**src/sv/amgc_pkg.sv**
```systemverilog
// amgc_pkg: shared types and codes of the adjacency matrix graph checker
// used by amgc_ctrl, amgc_dpath and adjacency_matrix_graph_checker; no dependencies

package amgc_pkg;

   localparam int MAX_VERTICES_DEFAULT = 16;

   localparam int VERTEX_W = 5;
   localparam int ACTION_W = 2;
   localparam int COUNT_W  = 5;
   localparam int CSR_IDX_W  = 1;
   localparam int CSR_DATA_W = 5;

   localparam logic [ACTION_W-1:0] ACT_CONNECT    = 2'd0;
   localparam logic [ACTION_W-1:0] ACT_DISCONNECT = 2'd1;
   localparam logic [ACTION_W-1:0] ACT_INQUIRE    = 2'd2;
   localparam logic [ACTION_W-1:0] ACT_UNKNOWN    = 2'd3;

   localparam logic [CSR_IDX_W-1:0] CSR_VERTEX_COUNT = 1'd0;
   localparam logic [CSR_IDX_W-1:0] CSR_UNDIRECTED   = 1'd1;

   typedef struct packed {
      logic [ACTION_W-1:0] action;
      logic [VERTEX_W-1:0] source;
      logic [VERTEX_W-1:0] dest;
   } req_type;

   typedef struct packed {
      logic               accepted;
      logic               edge_present;
      logic [COUNT_W-1:0] row_count;
      logic [COUNT_W-1:0] column_count;
      logic               all_reachable;
      logic               eulerian;
   } rsp_type;

   typedef enum logic [3:0] {
      ST_IDLE,
      ST_DECODE,
      ST_EW_WR_SRC,
      ST_EW_RD_DST,
      ST_EW_WR_DST,
      ST_SCAN,
      ST_WALK_PICK,
      ST_WALK_ACC,
      ST_RESPOND
   } ctrl_state_type;

   typedef enum logic [1:0] {
      ADDR_SRC,
      ADDR_DST,
      ADDR_SCAN,
      ADDR_PICK
   } addr_sel_type;

   typedef struct packed {
      logic         load;
      addr_sel_type addr_sel;
      logic         wr_src;
      logic         wr_dst;
      logic         scan_issue;
      logic         walk_pick;
      logic         walk_acc;
      logic         respond;
   } cmd_type;

   typedef struct packed {
      logic [ACTION_W-1:0] action;
      logic                ok;
      logic                undirected;
      logic                n_zero;
      logic                scan_last;
      logic                pending_any;
   } status_type;

endpackage

```
**src/sv/amgc_dpath.sv**
```systemverilog
// amgc_dpath: edge matrix memory, degree counters, reachability walk and result register
// depends on amgc_pkg; sequenced by amgc_ctrl

module amgc_dpath
   import amgc_pkg::*;
#(
   parameter int MAX_VERTICES = MAX_VERTICES_DEFAULT
)
(
   input  logic                  clock,
   input  logic                  reset,
   input  req_type               req_item,
   input  logic                  csr_write,
   input  logic [CSR_IDX_W-1:0]  csr_index,
   input  logic [CSR_DATA_W-1:0] csr_data,
   input  cmd_type               cmd,
   output status_type            status,
   output logic                  rsp_valid,
   output rsp_type               rsp_item
);

   localparam int IDX_W = $clog2(MAX_VERTICES);
   localparam int CW    = $clog2(MAX_VERTICES + 1);

   // configuration
   logic [VERTEX_W-1:0] vertex_count_ff;
   logic                undirected_ff;

   always_ff @(posedge clock) begin
      if (reset) begin
         vertex_count_ff <= '0;
         undirected_ff   <= 1'b0;
      end else if (csr_write) begin
         unique case (csr_index)
            CSR_VERTEX_COUNT: vertex_count_ff <= csr_data[VERTEX_W-1:0];
            CSR_UNDIRECTED:   undirected_ff   <= csr_data[0];
            default:          vertex_count_ff <= vertex_count_ff;
         endcase
      end
   end

   // vertices in use, a count above the matrix size means none
   logic [VERTEX_W-1:0]     n_eff;
   logic [MAX_VERTICES-1:0] mask;

   assign n_eff = (int'(vertex_count_ff) > MAX_VERTICES) ? '0 : vertex_count_ff;

   always_comb begin
      for (int j = 0; j < MAX_VERTICES; j++) begin
         mask[j] = (j < int'(n_eff));
      end
   end

   // latched request
   req_type          req_ff;
   logic             ok;
   logic             src_in;
   logic [IDX_W-1:0] src_idx;
   logic [IDX_W-1:0] dst_idx;

   assign src_in  = (req_ff.source < n_eff);
   assign ok      = src_in && (req_ff.dest < n_eff);
   assign src_idx = IDX_W'(req_ff.source);
   assign dst_idx = IDX_W'(req_ff.dest);

   always_ff @(posedge clock) begin
      if (cmd.load) begin
         req_ff <= req_item;
      end
   end

   // edge matrix: one row per entry, a row never written reads as cleared
   logic [MAX_VERTICES-1:0] rows_mem [MAX_VERTICES];
   logic [MAX_VERTICES-1:0] row_valid_ff;
   logic [MAX_VERTICES-1:0] rd_data_ff;
   logic                    rd_valid_ff;
   logic [MAX_VERTICES-1:0] row_eff;
   logic [MAX_VERTICES-1:0] row_m;
   logic [IDX_W-1:0]        raddr;
   logic [IDX_W-1:0]        waddr;
   logic [MAX_VERTICES-1:0] wdata;
   logic                    we;
   logic                    set_bit;

   logic [IDX_W-1:0] scan_cnt_ff;
   logic [IDX_W-1:0] pick;

   assign row_eff = rd_valid_ff ? rd_data_ff : '0;
   assign row_m   = row_eff & mask;
   assign set_bit = (req_ff.action == ACT_CONNECT);
   assign we      = cmd.wr_src || cmd.wr_dst;
   assign waddr   = cmd.wr_src ? src_idx : dst_idx;

   always_comb begin
      unique case (cmd.addr_sel)
         ADDR_SRC:  raddr = src_idx;
         ADDR_DST:  raddr = dst_idx;
         ADDR_SCAN: raddr = scan_cnt_ff;
         ADDR_PICK: raddr = pick;
         default:   raddr = src_idx;
      endcase
   end

   always_comb begin
      wdata = row_eff;
      if (cmd.wr_src) begin
         wdata[dst_idx] = set_bit;
      end else begin
         wdata[src_idx] = set_bit;
      end
   end

   always_ff @(posedge clock) begin
      if (we) begin
         rows_mem[waddr] <= wdata;
      end
      rd_data_ff  <= rows_mem[raddr];
      rd_valid_ff <= row_valid_ff[raddr];
   end

   always_ff @(posedge clock) begin
      if (reset) begin
         row_valid_ff <= '0;
      end else if (we) begin
         row_valid_ff[waddr] <= 1'b1;
      end
   end

   // degree scan, reads issued one a cycle and counted in the cycle after
   logic                 scan_vld_d_ff;
   logic [IDX_W-1:0]     scan_idx_d_ff;
   logic [CW-1:0]        row_ones;
   logic [CW-1:0]        rcnt_ff [MAX_VERTICES];
   logic [CW-1:0]        ccnt_ff [MAX_VERTICES];
   logic [CW-1:0]        row_src_ff;
   logic [CW-1:0]        col_src_ff;
   logic                 edge_ff;

   always_comb begin
      row_ones = '0;
      for (int j = 0; j < MAX_VERTICES; j++) begin
         row_ones = row_ones + CW'(row_m[j]);
      end
   end

   always_ff @(posedge clock) begin
      if (reset) begin
         scan_vld_d_ff <= 1'b0;
      end else begin
         scan_vld_d_ff <= cmd.scan_issue;
      end
   end

   always_ff @(posedge clock) begin
      if (cmd.load) begin
         scan_cnt_ff <= '0;
      end else if (cmd.scan_issue) begin
         scan_cnt_ff <= scan_cnt_ff + 1'b1;
      end
      scan_idx_d_ff <= scan_cnt_ff;
   end

   always_ff @(posedge clock) begin
      if (cmd.load) begin
         for (int j = 0; j < MAX_VERTICES; j++) begin
            ccnt_ff[j] <= '0;
         end
         col_src_ff <= '0;
         row_src_ff <= '0;
      end else if (scan_vld_d_ff) begin
         for (int j = 0; j < MAX_VERTICES; j++) begin
            ccnt_ff[j] <= ccnt_ff[j] + CW'(row_m[j]);
         end
         rcnt_ff[scan_idx_d_ff] <= row_ones;
         col_src_ff <= col_src_ff + CW'(row_m[src_idx]);
         if (scan_idx_d_ff == src_idx) begin
            row_src_ff <= row_ones;
         end
      end
   end

   always_ff @(posedge clock) begin
      if (cmd.load) begin
         edge_ff <= 1'b0;
      end else if (cmd.wr_src) begin
         edge_ff <= wdata[dst_idx];
      end else if (scan_vld_d_ff && (scan_idx_d_ff == src_idx)) begin
         edge_ff <= row_eff[dst_idx];
      end
   end

   // reachability: visit each reached vertex once, lowest first
   logic [MAX_VERTICES-1:0] seen_ff;
   logic [MAX_VERTICES-1:0] done_ff;
   logic [MAX_VERTICES-1:0] pending;

   assign pending = seen_ff & ~done_ff & mask;

   always_comb begin
      pick = '0;
      for (int j = MAX_VERTICES - 1; j >= 0; j--) begin
         if (pending[j]) begin
            pick = IDX_W'(j);
         end
      end
   end

   always_ff @(posedge clock) begin
      if (reset) begin
         seen_ff <= '0;
         done_ff <= '0;
      end else if (cmd.load) begin
         seen_ff <= {{(MAX_VERTICES-1){1'b0}}, (n_eff != '0)};
         done_ff <= '0;
      end else begin
         if (cmd.walk_pick) begin
            done_ff[pick] <= 1'b1;
         end
         if (cmd.walk_acc) begin
            seen_ff <= seen_ff | row_m;
         end
      end
   end

   // eulerian check per lane
   logic [MAX_VERTICES-1:0] lane_ok;
   logic                    reach;

   always_comb begin
      for (int j = 0; j < MAX_VERTICES; j++) begin
         lane_ok[j] = !mask[j] ||
                      ((rcnt_ff[j] == ccnt_ff[j]) && (ccnt_ff[j] != '0) && !ccnt_ff[j][0]);
      end
   end

   assign reach = (seen_ff == mask);

   // result register
   logic    rsp_valid_ff;
   rsp_type rsp_item_ff;
   rsp_type rsp_in;

   always_comb begin
      rsp_in = '0;
      if (req_ff.action != ACT_UNKNOWN) begin
         rsp_in.accepted     = ok;
         rsp_in.edge_present = ok && edge_ff;
      end
      if (req_ff.action == ACT_INQUIRE) begin
         if (src_in) begin
            rsp_in.row_count    = COUNT_W'(row_src_ff);
            rsp_in.column_count = COUNT_W'(col_src_ff);
         end
         rsp_in.all_reachable = reach;
         rsp_in.eulerian      = reach && (&lane_ok);
      end
   end

   always_ff @(posedge clock) begin
      if (reset) begin
         rsp_valid_ff <= 1'b0;
      end else begin
         rsp_valid_ff <= cmd.respond;
      end
   end

   always_ff @(posedge clock) begin
      if (cmd.respond) begin
         rsp_item_ff <= rsp_in;
      end
   end

   assign rsp_valid = rsp_valid_ff;
   assign rsp_item  = rsp_item_ff;

   assign status.action      = req_ff.action;
   assign status.ok          = ok;
   assign status.undirected  = undirected_ff;
   assign status.n_zero      = (n_eff == '0);
   assign status.scan_last   = ((int'(scan_cnt_ff) + 1) == int'(n_eff));
   assign status.pending_any = |pending;

endmodule
```
**config.mk**
```make
export PLATFORM = sky130hd
export DESIGN_NAME = amgc_dpath
export DESIGN_NICKNAME = d
export VERILOG_FILES = /design/src/sv/amgc_pkg.sv /design/src/sv/amgc_dpath.sv
export SDC_FILE = /design/constraint.sdc
export NUM_CORES = 1
export LEC_CHECK = 0
export ABC_AREA = 1
export BUFFER_PORTS_ARGS = -buffer_cell sky130_fd_sc_hd__buf_2
export CAP_MARGIN = 20
export CELL_PAD_IN_SITES_DETAIL_PLACEMENT = 0
export CELL_PAD_IN_SITES_GLOBAL_PLACEMENT = 1
export CORE_UTILIZATION = 54
export DETAILED_ROUTE_END_ITERATION = 12
export GPL_TIMING_DRIVEN = 1
export HOLD_SLACK_MARGIN = 0.03
export PLACE_DENSITY = 0.95
export SYNTH_ARGS = -nofsm -noshare
export SYNTH_HDL_FRONTEND = slang
export SYNTH_SLANG_ARGS = --single-unit
```
**constraint.sdc**
```tcl
create_clock -name clock -period 15.05 [get_ports clock]
set_input_delay 1.505 -clock clock [delete_from_list [all_inputs] [get_ports clock]]
set_output_delay 1.505 -clock clock [all_outputs]
set_load 0.01 [all_outputs]
```
# Yosys cells after proc, flatten, opt, wreduce, memory -nomap -nowiden
# Memories as Yosys holds them, arrays and structs flattened. A register that Yosys moved wholly into a read port is not among the register bits.
# Index checks and enable logic that the tools add are counted.
[totals]
ff_bits = 102
ram_bits = 416
inputBits = 30
out_inout_bits = 22
word_cells = 320
memories = 3
[classes]
n_addsub = 34
order_cmp = 28
n_eq_ne = 24
n_mux = 66
bitwise_logic = 24
reduce_logical = 118
[mem_list]
columns = ["name", "words", "width", "read_ports", "rd_clocked_by_memory_dff", "write_ports", "line", "rtl"]
rows = [
  ["rows_mem", 16, 16, 1, 1, 1, "amgc_dpath.sv:73", "logic [MAX_VERTICES-1:0] rows_mem [MAX_VERTICES];"],
  ["ccnt_ff", 16, 5, 16, 0, 16, "amgc_dpath.sv:134", "logic [CW-1:0] ccnt_ff [MAX_VERTICES];"],
  ["rcnt_ff", 16, 5, 16, 0, 1, "amgc_dpath.sv:133", "logic [CW-1:0] rcnt_ff [MAX_VERTICES];"],
]
[ops]
columns = ["operator", "count"]
rows = [
  ["adder 5 x 1 -> 5 bit", 28],
  ["equality test 5 bit", 17],
  ["two-way mux 5 bit", 17],
  ["nonzero test 5 bit", 17],
  ["two-way mux 4 bit", 17],
  ["AND 16 bit", 3],
  ["bitwise OR 16 bit", 3],
  ["logical AND 1 bit", 40],
  ["< comparator 4 x 5 -> 1 bit, first input constant", 8],
  ["bitwise mux 16 bit", 2],
  ["zero test 1 bit", 32],
  ["two-way mux 16 bit", 2],
  ["< comparator 4 x 5 -> 1 bit, second input constant", 5],
  ["< comparator 3 x 5 -> 1 bit, first input constant", 4],
  ["two-way mux 1 bit", 19],
  ["logical OR 1 bit", 17],
  ["binary-select mux 1 bit (select 4 bit)", 4],
  ["demux 1 bit (select 4 bit)", 4],
  ["equality test 16 bit", 1],
  ["greater-or-equal comparator 4 x 1 -> 1 bit, second input constant", 4],
  ["NOT 16 bit", 1],
  ["bitwise OR 1 bit", 16],
  ["case mux 4 bit (4 select lines)", 1],
  ["AND reduction 16 bit", 1],
  ["other kinds (21)", 31],
]

# Logic depth before layout (Yosys ltp)
[logic_depth]
ltp_word = 25
depth_mapped = 28
mapped_depth_nobuf = 27

# Worst setup path after synthesis
# OpenSTA, ideal clock, no wires.
[synth_timing]
path_kind = "flip-flop to flip-flop"
startpoint = "register rd_valid_ff"
endpoint = "register row_src_ff[4]"
setup_ns = 0.071
t_arrival_ns = 4.983
required_ns = 14.979
path_slack_ns = 9.996
path_stages_with_launch = 17
path_buffers = 2
period_less_slack_ns = 5.054
cell_sequence = "dfxtp_1 -> clkbuf_1 -> clkbuf_1 -> nand2_1 -> nor3_1 -> fa_1 -> fa_1 -> inv_1 -> fa_1 -> fa_1 -> inv_1 -> ha_1 -> inv_1 -> fa_1 -> o21ai_0 -> o21ai_0 -> a21oi_1"
[synth_between]
elab_chain_cells = 17
[synth_rtl]
columns = ["element", "line", "rtl"]
rows = [
  ["start, declared", "amgc_dpath.sv:76", "logic rd_valid_ff;"],
  ["start signal, assigned", "amgc_dpath.sv:118", "rd_valid_ff <= row_valid_ff[raddr];"],
  ["two-way mux 16 bit *", "amgc_dpath.sv:88", "assign row_eff = rd_valid_ff ? rd_data_ff : '0;"],
  ["AND 16 bit *", "amgc_dpath.sv:89", "assign row_m = row_eff & mask;"],
  ["adder 1 x 1 -> 2 bit", "amgc_dpath.sv:142", "row_ones = row_ones + CW'(row_m[j]);"],
  ["adder 2 x 1 -> 3 bit", "amgc_dpath.sv:142", ""],
  ["adder 3 x 1 -> 4 bit", "amgc_dpath.sv:142", ""],
  ["adder 4 x 1 -> 5 bit", "amgc_dpath.sv:142", ""],
  ["adder 5 x 1 -> 5 bit (10 in a row)", "amgc_dpath.sv:142", ""],
  ["adder 5 x 1 -> 5 bit *", "amgc_dpath.sv:142", ""],
  ["net row_ones[4]", "amgc_dpath.sv:132", "logic [CW-1:0] row_ones;"],
  ["end signal, assigned", "amgc_dpath.sv:177", "row_src_ff <= row_ones;"],
  ["end, declared", "amgc_dpath.sv:135", "logic [CW-1:0] row_src_ff;"],
]
# Mark *: on every way through the listed nets, which the timed path passes. The rest lies on a longest branch.
# A chain may end at the register's enable or synchronous reset.

# Worst setup path in the final report
[layout_timing]
startpoint = "register rd_valid_ff"
endpoint = "register row_src_ff[1]"
# The elaborated chain is that of the path after synthesis.

==> metrics.md <==
| Metric | Value |
|---|---|
| Finished Cell Area | `between 20000 and 30000 um^2` |
| Post-synthesis cell type count | `57` |
| Routed WL per cell | `about 21 um` |
| WP buf/inv | `4` |
| Site row count | `78` |
| M1 GR Usage | `0.399` |
| Routed Antenna Nets | `0` |
| Initial core utilization | `0.552` |
| Final worst path period share | `0.352` |
| Post-synth EDFFs | `442` |
| GR Layer Usage met3 | `0.0519` |
| Via count | `18835` |
| Area grow syn2layout | `11.2%` |
| Latest clock arrival within the worst-skew pair | `about 0.63 ns` |
| Fmax | `0.189 GHz` |
| Initial DRC count | `roughly 2100` |
| Most frequent CP cell | `fa_1` |
| CTS tree | `built` |
| Final setup fails | `0` |
| CP endpoint kind | `flip-flop` |
| CORE AREA | `around 46000 um^2` |
| Worst Skew | `0.0222 ns` |
| Final GP Congestion | `slightly above 0.9` |
| Pins Over Slew Limit | `0` |
| Synth top area share | `0.526` |
| Drt total wl | `67400 um` |
| Max Cap Viol | `0` |
| Top Family by Delay on Critical Path | `adder cells` |
| Static Leakage | `roughly 11 nW` |
| Max stage delay on crit path | `0.81 ns` |
| Global-route track usage on met2 | `0.448` |
| Clock sinks | `between 500 and 600` |
| WHS | `just under 0.4 ns` |
| Root Driver | `clkbuf_16` |
| Async S/R FF share, synth | `0` |
| Cells after Synth | `2558` |
| Cts hold-fix bufs | `0` |
| Seq/Total Area, Yosys | `0.599` |
| Full die area | `around 48000 um^2` |
| Number of global-route vias before repair | `17619` |
| Grt ovf | `0` |
| Most area-hungry cell type in the Yosys netlist | `edfxtp_1` |
| Largest net degree at the start of global routing | `94` |
| Top FF cell, synth | `edfxtp_1` |
| Post-route insts no fill | `3250` |
| Design Power | `~3.6 mW` |
| Antenna cell count | `0` |
| IO Count | `52` |
| Max stage delay cell, worst path | `dfxtp_1` |
| Syn_nets | `between 2000 and 3000` |
| Max Root-Sink Buffers | `3` |
| Share of layout cells above drive strength 1 | `0.0872` |
| Flops & latches, synth | `about 530` |
| Die H | `218 um` |
| Gr busiest metal | `met2` |
| First-pass GRT wire length | `102000 um` |
| H-Tree Depth | `2` |
| Slew @ Worst Pin | `around 1.0 ns` |
| Power per standard cell area | `between 100 and 150 nW/um^2` |
| Hpwl dp | `between 40000 and 50000 um` |
| Hold Path Class | `reg2reg` |
| Peak VDD IR | `about 0.11 mV` |
| Clock-pin transition on the worst setup and hold timing paths | `~0.07 ns` |
| Worst Path Max Fanout | `19` |
| Nets@finish | `2692` |
| Cell chain of the critical path | `nand2_1, nor3_1, fa_1, fa_1, inv_1, fa_1, fa_1, inv_1, ha_1, inv_1, fa_1, inv_1, o21ai_0, a21oi_1` |
| Initial antenna violation count | `0` |
| Post-CTS sizing | `0` |
| Setup repair bufs after CTS | `0` |
| Avg Cell Area, Syn | `9.87 um^2` |
| Avg Vias per Cell | `5.80` |
| Final worst path period need | `between 5 and 6 ns` |
| YS warnings | `0` |
| Crit path kind | `reg2reg` |
| Hold Vio Cnt, Final | `0` |
| Gr usage total | `0.284` |
| Status | `finished clean` |
| Die Wd | `roughly 220 um` |
| RSZ-0062 raised after global routing | `false` |
| CTS Buf Count | `54` |
| Synth top area cells | `edfxtp_1 (53%), dfxtp_1 (7.3%), nand3_1 (7.0%)` |
| Area of placed instances | `26100 um^2` |
| DR pass1 iterations | `6` |
| Slew headroom | `0.314` |
| Drt drc | `0` |
| Placed cell count | `3146` |
| Crit start category | `flip-flop` |
| Setup_tns | `0 ns` |
| Post-Syn Area | `between 20000 and 30000 um^2` |
| CP required | `roughly 16 ns` |
| Critical path arrival | `around 5.9 ns` |
| Port bufs | `51` |
-- metrics by stage --
| stage | setup WS (ns) | util |
|---|---|---|
| global route | 9.50 | 0.613 |
| finish | 9.75 | 0.613 |
| detailed placement | 9.81 | 0.571 |
| floorplan | 10.0 | - |
| CTS | 9.79 | 0.613 |
| global placement | 9.91 | 0.571 |
-- layer usage --
layer  routed length [um]  vias up
met1                28700     9084
met5                    0        -
li1                     -     8790
met2                31200      820
met4                 1820        0
met3                 5690      141
-- power by group --
part	switching (mW)	internal [mW]	leakage, nW
clock	0.584	0.843	0.924
combinational	0.334	0.125	5.47
sequential	0.0491	1.71	4.93
total	0.967	2.68	11.3
-- flip-flops by register name (all words and copies together) (netlist names), 2 cells and up --
| register | cells |
|---|---|
| req_ff | 6 |
| row_src_ff | 5 |
| rd_data_ff | 16 |
| scan_cnt_ff | 4 |
| vertex_count_ff | 5 |
| rcnt_ff | 80 |
| status | 2 |
| rows_mem | 256 |
| row_valid_ff | 16 |
| done_ff | 16 |
| col_src_ff | 5 |
| ccnt_ff | 80 |
| seen_ff | 16 |
| dst_idx | 4 |
| rsp_item | 14 |
| scan_idx_d_ff | 4 |
-- synth_stat cells (19+ instances only) --
cell / number
clkbuf_1: 43
nor3_1: 44
buf_2: 25
ha_1: 48
dfxtp_1: 92
a21oi_1: 85
o21ai_0: 96
o22ai_1: 19
inv_1: 385
xor2_1: 39
nand3b_1: 36
nor2_1: 235
edfxtp_1: 442
nand3_1: 354
xnor2_1: 31
nand2_1: 392
-- worst reg2reg max path: stages, from the launching register on --
cell	delay [ns]
dfxtp_1	0.81
nand2_1	0.26
nor3_1	0.60
fa_1	0.55
fa_1	0.49
inv_1	0.05
fa_1	0.47
fa_1	0.50
inv_1	0.04
ha_1	0.19
inv_1	0.07
fa_1	0.40
inv_1	0.46
o21ai_0	0.18
a21oi_1	0.15
-- final timing paths --
kind	startpoint	end	slack [ns]	cells past startpoint
setup reg to reg	rd_valid_ff	row_src_ff[1]	9.75	14
hold reg to reg	scan_cnt_ff[3]	scan_idx_d_ff[3]	0.39	0
setup / recovery	rd_valid_ff	row_src_ff[1]	9.75	14
hold / removal	scan_cnt_ff[3]	scan_idx_d_ff[3]	0.39	0
-- layout make-up --
cell class                 count  area, um^2
tap                          600         751
fill                        3583       17700
clock buffer                  69        1450
timing repair buffer          91         556
clock inverter                33         465
inverter                     399        1500
sequential                   534       15100
multi-input combinational   1524        8230
-- cell usage in the layout (no fill, tap or decap), types with 7 or more instances in the layout --
cell / instances
a211oi_1: 7
a21oi_1: 85
a221oi_1: 14
buf_2: 51
buf_4: 40
bufinv_16: 9
clkbuf_1: 11
clkbuf_16: 54
clkinv_1: 8
clkinv_2: 8
dfxtp_1: 92
edfxtp_1: 442
fa_1: 10
ha_1: 48
inv_1: 385
inv_2: 9
nand2_1: 389
nand3_1: 354
nand3b_1: 36
nand4_1: 17
nor2_1: 218
nor2_2: 19
nor3_1: 44
nor4_1: 18
o21ai_0: 95
o22ai_1: 19
o311ai_0: 18
xnor2_1: 31
xor2_1: 39
-- cells by family (layout without fill, tap and decap cells) --
kind of cell,Yosys count,after routing,synth area share
AO/OA/AOI/OAI,286,286,0.0686
XOR/XNOR,70,70,0.0243
AND/OR/NAND/NOR,1110,1110,0.198
adder cells (fa/ha/maj),58,58,0.0317
buffers and inverters,500,592,0.0791
flip-flops,534,534,0.599
Power figures use the tool's default switching activity.
